$ cat src/rtl/tlpm_pkg.sv
// shared types and constants of the two-level page table mapper
`timescale 1ns / 1ps

package tlpm_pkg;

  localparam int FRAME_W        = 20;
  localparam int IDX_W          = 10;
  localparam int ATTR_W         = 12;
  localparam int ENTRY_W        = 32;
  localparam int ENTRIES        = 1024;
  localparam int POOL_PAGES_DEF = 16;

  localparam logic [FRAME_W-1:0] RST_POOL_BASE  = 20'd256;
  localparam logic [FRAME_W-1:0] RST_FIRST_FREE = 20'd256;
  // present | write | user
  localparam logic [ATTR_W-1:0]  DIR_ATTRS      = 12'h007;

  localparam logic CMD_MAP   = 1'b0;
  localparam logic CMD_UNMAP = 1'b1;

  localparam int CFG_IDX_W = 1;
  localparam logic [CFG_IDX_W-1:0] CFG_POOL_BASE  = 1'b0;
  localparam logic [CFG_IDX_W-1:0] CFG_FIRST_FREE = 1'b1;

  typedef enum logic [1:0] {
    ST_OK      = 2'd0,
    ST_POOL    = 2'd1,
    ST_NOTABLE = 2'd2
  } status_t;

  typedef enum logic [2:0] {
    S_CLEAR,
    S_IDLE,
    S_DIR_RD,
    S_DIR_EVAL,
    S_TAB_WR,
    S_TAB_CLR
  } ctrl_state_t;

  typedef struct packed {
    logic               cmd;
    logic [FRAME_W-1:0] root_frame;
    logic [31:0]        virt_addr;
    logic [31:0]        phys_addr;
    logic [ATTR_W-1:0]  attrs;
  } in_item_t;

  typedef struct packed {
    status_t            status;
    logic [FRAME_W-1:0] old_frame;
    logic               table_allocated;
    logic               flush_tlb;
  } out_item_t;

  typedef struct packed {
    logic    load;
    logic    clr_wr;
    logic    dir_eval;
    logic    dir_alloc;
    logic    tab_rd;
    logic    tab_wr;
    logic    tab_clr;
    logic    finish;
    status_t fin_status;
  } dp_cmd_t;

  typedef struct packed {
    logic clr_last;
    logic root_ok;
    logic is_unmap;
    logic tf_zero;
    logic tf_ok;
    logic nff_ok;
  } dp_stat_t;

endpackage

$ cat src/rtl/tlpm_ctrl.sv
// controller: sequences clearing, directory lookup and table update
`timescale 1ns / 1ps

module tlpm_ctrl import tlpm_pkg::*; (
  input  logic     clk,
  input  logic     rst_n,
  input  logic     start,
  output logic     busy,
  input  dp_stat_t stat_i,
  output dp_cmd_t  cmd_o
);

  ctrl_state_t state_r;
  ctrl_state_t state_nxt;

  always_ff @(posedge clk) begin
    if (!rst_n) begin
      state_r <= S_CLEAR;
    end else begin
      state_r <= state_nxt;
    end
  end

  always_comb begin
    state_nxt = state_r;
    unique case (state_r)
      S_CLEAR: begin
        if (stat_i.clr_last) state_nxt = S_IDLE;
      end
      S_IDLE: begin
        if (start) state_nxt = S_DIR_RD;
      end
      S_DIR_RD: begin
        state_nxt = stat_i.root_ok ? S_DIR_EVAL : S_IDLE;
      end
      S_DIR_EVAL: begin
        if (stat_i.is_unmap) begin
          state_nxt = (stat_i.tf_zero || !stat_i.tf_ok) ? S_IDLE : S_TAB_CLR;
        end else if (stat_i.tf_zero) begin
          state_nxt = stat_i.nff_ok ? S_TAB_WR : S_IDLE;
        end else begin
          state_nxt = stat_i.tf_ok ? S_TAB_WR : S_IDLE;
        end
      end
      S_TAB_WR:  state_nxt = S_IDLE;
      S_TAB_CLR: state_nxt = S_IDLE;
      default:   state_nxt = S_IDLE;
    endcase
  end

  always_comb begin
    cmd_o            = '0;
    cmd_o.fin_status = ST_OK;
    busy             = 1'b1;
    unique case (state_r)
      S_CLEAR: begin
        cmd_o.clr_wr = 1'b1;
      end
      S_IDLE: begin
        busy       = 1'b0;
        cmd_o.load = start;
      end
      S_DIR_RD: begin
        if (!stat_i.root_ok) begin
          cmd_o.finish     = 1'b1;
          cmd_o.fin_status = ST_POOL;
        end
      end
      S_DIR_EVAL: begin
        cmd_o.dir_eval = 1'b1;
        if (stat_i.is_unmap) begin
          if (stat_i.tf_zero) begin
            cmd_o.finish     = 1'b1;
            cmd_o.fin_status = ST_NOTABLE;
          end else if (!stat_i.tf_ok) begin
            cmd_o.finish     = 1'b1;
            cmd_o.fin_status = ST_POOL;
          end else begin
            cmd_o.tab_rd = 1'b1;
          end
        end else if (stat_i.tf_zero) begin
          // missing table: take one from the allocator if it is still in the pool
          if (stat_i.nff_ok) begin
            cmd_o.dir_alloc = 1'b1;
          end else begin
            cmd_o.finish     = 1'b1;
            cmd_o.fin_status = ST_POOL;
          end
        end else if (!stat_i.tf_ok) begin
          cmd_o.finish     = 1'b1;
          cmd_o.fin_status = ST_POOL;
        end
      end
      S_TAB_WR: begin
        cmd_o.tab_wr = 1'b1;
        cmd_o.finish = 1'b1;
      end
      S_TAB_CLR: begin
        cmd_o.tab_clr = 1'b1;
        cmd_o.finish  = 1'b1;
      end
      default: begin
        busy = 1'b1;
      end
    endcase
  end

endmodule

$ cat config.mk
export PLATFORM = sky130hd
export DESIGN_NAME = tlpm_ctrl
export DESIGN_NICKNAME = d
export VERILOG_FILES = /design/src/rtl/tlpm_pkg.sv /design/src/rtl/tlpm_ctrl.sv
export SDC_FILE = /design/constraint.sdc
export NUM_CORES = 1
export LEC_CHECK = 0
export BUFFER_PORTS_ARGS = -buffer_cell sky130_fd_sc_hd__buf_4
export CAP_MARGIN = 10
export CELL_PAD_IN_SITES_DETAIL_PLACEMENT = 1
export CELL_PAD_IN_SITES_GLOBAL_PLACEMENT = 1
export CORE_AREA = 2 2 39 41
export CTS_CLUSTER_SIZE = 24
export DETAILED_ROUTE_END_ITERATION = 16
export DIE_AREA = 0 0 41 43
export GPL_TIMING_DRIVEN = 1
export HOLD_SLACK_MARGIN = 0.1
export PLACE_DENSITY = 0.73
export SYNTH_ARGS = -nofsm -noshare
export SYNTH_HDL_FRONTEND = slang
export SYNTH_SLANG_ARGS = --single-unit
export TNS_END_PERCENT = 5
$ cat constraint.sdc
create_clock -name clk -period 2.6 [get_ports clk]
set_clock_uncertainty 0.05 [all_clocks]
set_input_delay 0.52 -clock clk [delete_from_list [all_inputs] [get_ports clk]]
set_output_delay 0.52 -clock clk [all_outputs]
set_load 0.02 [all_outputs]
* After elaboration in Yosys (flattened, before gate mapping)
Cells that the tools add are included.
** Storage, ports and cells
- Flip-flop bits (word level) :: 3
- Input bits :: 9
- Output and inout bits :: 11
- Word-level logic and storage cells :: 42
** Cells by class
- Equal/unequal tests :: 7
- Multiplexer cells :: 29
- Reduce and logical (&&, ||, !) cells :: 5
** Operators by type and width (number)
- two-way mux 3 bit :: 14
- one-hot mux 3 bit (4 select lines) :: 1
- two-way mux 1 bit :: 11
- == test 3 x 2 -> 1 bit (second input constant) :: 2
- == test 3 bit (second input constant) :: 2
- != test 2 bit (second input constant) :: 2
- one-hot mux 2 bit (2 select lines) :: 1
- == test 3 x 1 -> 1 bit (second input constant) :: 1
- zero test 3 bit :: 1
- one-hot mux 1 bit (3 select lines) :: 1
- two-way mux 2 bit :: 1
- AND reduction 2 bit :: 1
- OR reduction 2 bit :: 1
- zero test 1 bit :: 1
- logical OR 1 bit :: 1

* Logic depth before layout (Yosys ltp)
- Depth in word-level cells :: 5
- Gate-level depth with buffers :: 5
- Depth with buffers taken out :: 3

* Worst setup path after synthesis
OpenSTA, ideal clock, no wires.
- Kind :: input to output
- Start point :: in stat_i[3] in the netlist's numbering
- End point :: out cmd_o[6] in the netlist's numbering
- Arrival time :: 1103 ps
- Data required time :: 2030 ps
- Path slack :: 927 ps
- Stages on the path :: 2
- Path buffers :: 0
- Cell sequence :: nand3b_1 nor2_1
** RTL lines
- start, declared :: line tlpm_ctrl.sv:9 : input dp_stat_t stat_i,
- end, declared :: line tlpm_ctrl.sv:10 : output dp_cmd_t cmd_o

==> results.cfg <==
[timing]
holdWs_ns = 0.505
slew_headroom = 0.751
rsz0062_at_grt = no
clock.fmax_ghz = 0.491
drv_slew = 0
min_period_ns = 2.04
final.setup.tns_ns = 0
max_slew.worst_pin.slew_ns = 0.368
finalSetupViolations = 0
hold_viol = 0
post-route-period-util = 0.784

[die]
ioPinCount = 20
die_h_um = 43
rows = 14
core_area_sq_um = 1380
start_util = 0.209
die_x_um = 41
dieArea_sq_um = 1760

[drt]
drc_errors = 0
antenna_left = 0
num_vias = 333
firstDrtPassIters = 3
routed_via_density = 4.44
wl_per_cell_um = 9.69
wirelength_um = 727
drt_iter0_markers = 4

[worst_setup_path]
critPathLaunchType = flop
cp_max_fo = 9
critical_path_class = flop to primary output
required_ns = 2.03
r2r_end = state_r[0]$_SDFFE_PN0P_
r2r_cells = 3
ff2ff_setup_slack_ns = 1.40
critPathArrivalTime_ns = 1.47
rr_startpoint = state_r[1]$_SDFFE_PN0P_
cp-end-kind = primary output

[clock_tree]
clk_path_buf_depth = 2
cts_resized = 0
cts_root_buf = clkbuf_4
cts_made_buffers = 3
clkTransAtPathRegs_ns = 0.04
insertion_delay_ns = 0.22
cts.sinks = 3
h-tree-depth = 1
postCtsHoldBufs = 0
postCtsSetupRepairBufs = 0
cts_tree = built

[global_routing]
overflow = 0
grt_first_pass_wirelength_mm = 1.15
track_usage = 0.0943
grt_max_degree = 10
grt_pass1_vias = 306
grt_antenna_before_repair = 0

[synthesis]
syn_inst = 39
synthTopCellsByArea = dfxtp_1 (21%), nor2_1 (9.1%), o211ai_4 (7.4%)
synthesis.nets = 48
synth_area_leader_cell = dfxtp_1
synthAdderAreaFrac = 0
avgSynthCellArea_sq_um = 7.41
ys_ff_latch = 3
synth-xor-area-share = 0
async_flop_share = 0
synth_compound_area_frac = 0.199
ys_seq_area_frac = 0.208
yosys.area_share.simple = 0.476
muxShareOfSynthArea = 0
ys_warn_count = 0
syn-cell-area_sq_um = 289
yosysTopAreaCellShare = 0.208
dominantRegCellSynth = dfxtp_1
synth_top_family_by_area = simple AND/OR/NAND/NOR gates
synth.distinct_cells = 22
synth_edf_count = 0

[cells_and_area]
final_cell_mix = buf_4 (19), nor2_1 (7), nand2_1 (4)
final_area_sq_um = 452
nets = 69
biggestRegsByFlops = state_r (3)
fill_cells = 177
layout_commonest_cell = buf_4
n_antenna_cell = 0
drive_above_1_share = 0.458
largest_reg_flops = 3
max_flop_register = state_r
syn_to_final_growth_pct = 56.3

[pwr]
irDropWorstVdd_v = 0.000180
p_leak_nw = 0.211
cellPowerDensity_nw_per_um2 = 397

[hold_path]
hold_depth = 3
whs_endpoint = state_r[2]$_SDFFE_PN0P_
hp-start = rst_n
worstHoldPathType = input port to flop

[status]
status = finished, final reports clean

[placed_design]
gp_congestion = 0.596
dpl_cell_area_sq_um = 425
io_buffers = 19

[flow_run]
maxCapViolCount = 0
==> routing by layer <==
| layer | vias up | wire length [um] | track usage |
|---|---|---|---|
| li1 | 172 | - | - |
| met1 | 144 | 342 | 0.122 |
| met5 | - | 0 | 0 |
| met4 | 0 | 0 | 0.0400 |
| met2 | 17 | 309 | 0.125 |
| met3 | 0 | 75 | 0.0524 |
==> cells in the mapped netlist, drive strengths merged (2+ instances only) <==
cell type,instances
nor3,2
dfxtp,3
inv,2
a21oi,2
nand2,4
o21ai,2
and3b,2
buf,3
nand3b,2
and3,2
nor2,7
nand3,3
==> area by class of cell <==
cell class	instances	area, sq um	area share
Sequential cell	3	60.1	0.133
Multi-Input combinational cell	31	195	0.432
Clock buffer	4	26.3	0.0582
Timing Repair Buffer	19	143	0.316
Tap cell	16	20.0	0.0443
Inverter	2	7.51	0.0166
==> power by group <==
part / switching [mW] / internal, mW / leakage [nW]
combinational: 0.0240 / 0.0230 / 0.171
sequential: 0.00497 / 0.0487 / 0.0246
clock: 0.0214 / 0.0573 / 0.0150
total: 0.0503 / 0.129 / 0.211
==> worst max-delay path, stage by stage (launching register included) <==
cell,delay (ns)
dfxtp_1,0.45
and3b_1,0.39
nand3_2,0.12
o21ai_2,0.13
buf_4,0.15
==> kinds of logic after synthesis <==
kind of cell    after synthesis
compound gates                6
buf+inv                       5
flops                         3
simple gates                 25
==> how the worst max path moves through the flow <==
stage	from	endpoint	slack [ns]	cells after the start
global placement	stat_i[3]	cmd_o[2]	0.73	5
detailed placement	stat_i[3]	cmd_o[2]	0.71	5
floorplan	stat_i[3]	cmd_o[6]	0.93	2
global route	state_r[1]$_SDFFE_PN0P_	cmd_o[0]	0.40	4
finish	state_r[1]$_SDFFE_PN0P_	cmd_o[0]	0.56	4
CTS	state_r[1]$_SDFFE_PN0P_	cmd_o[0]	0.53	4
==> metrics by stage <==
| step | cells | setup WS (ns) | total power [mW] | utilization |
|---|---|---|---|---|
| finish | 75 | 0.561 | 0.179 | 0.326 |
| global route | 75 | 0.396 | 0.195 | 0.326 |
| CTS | 75 | 0.533 | 0.183 | 0.326 |
| detailed placement | 71 | 0.712 | 0.102 | 0.307 |
| global placement | 71 | 0.726 | 0.101 | 0.307 |
| floorplan | 39 | 0.927 | 0.0812 | - |
No activity file was read; power rests on OpenSTA's default activity.
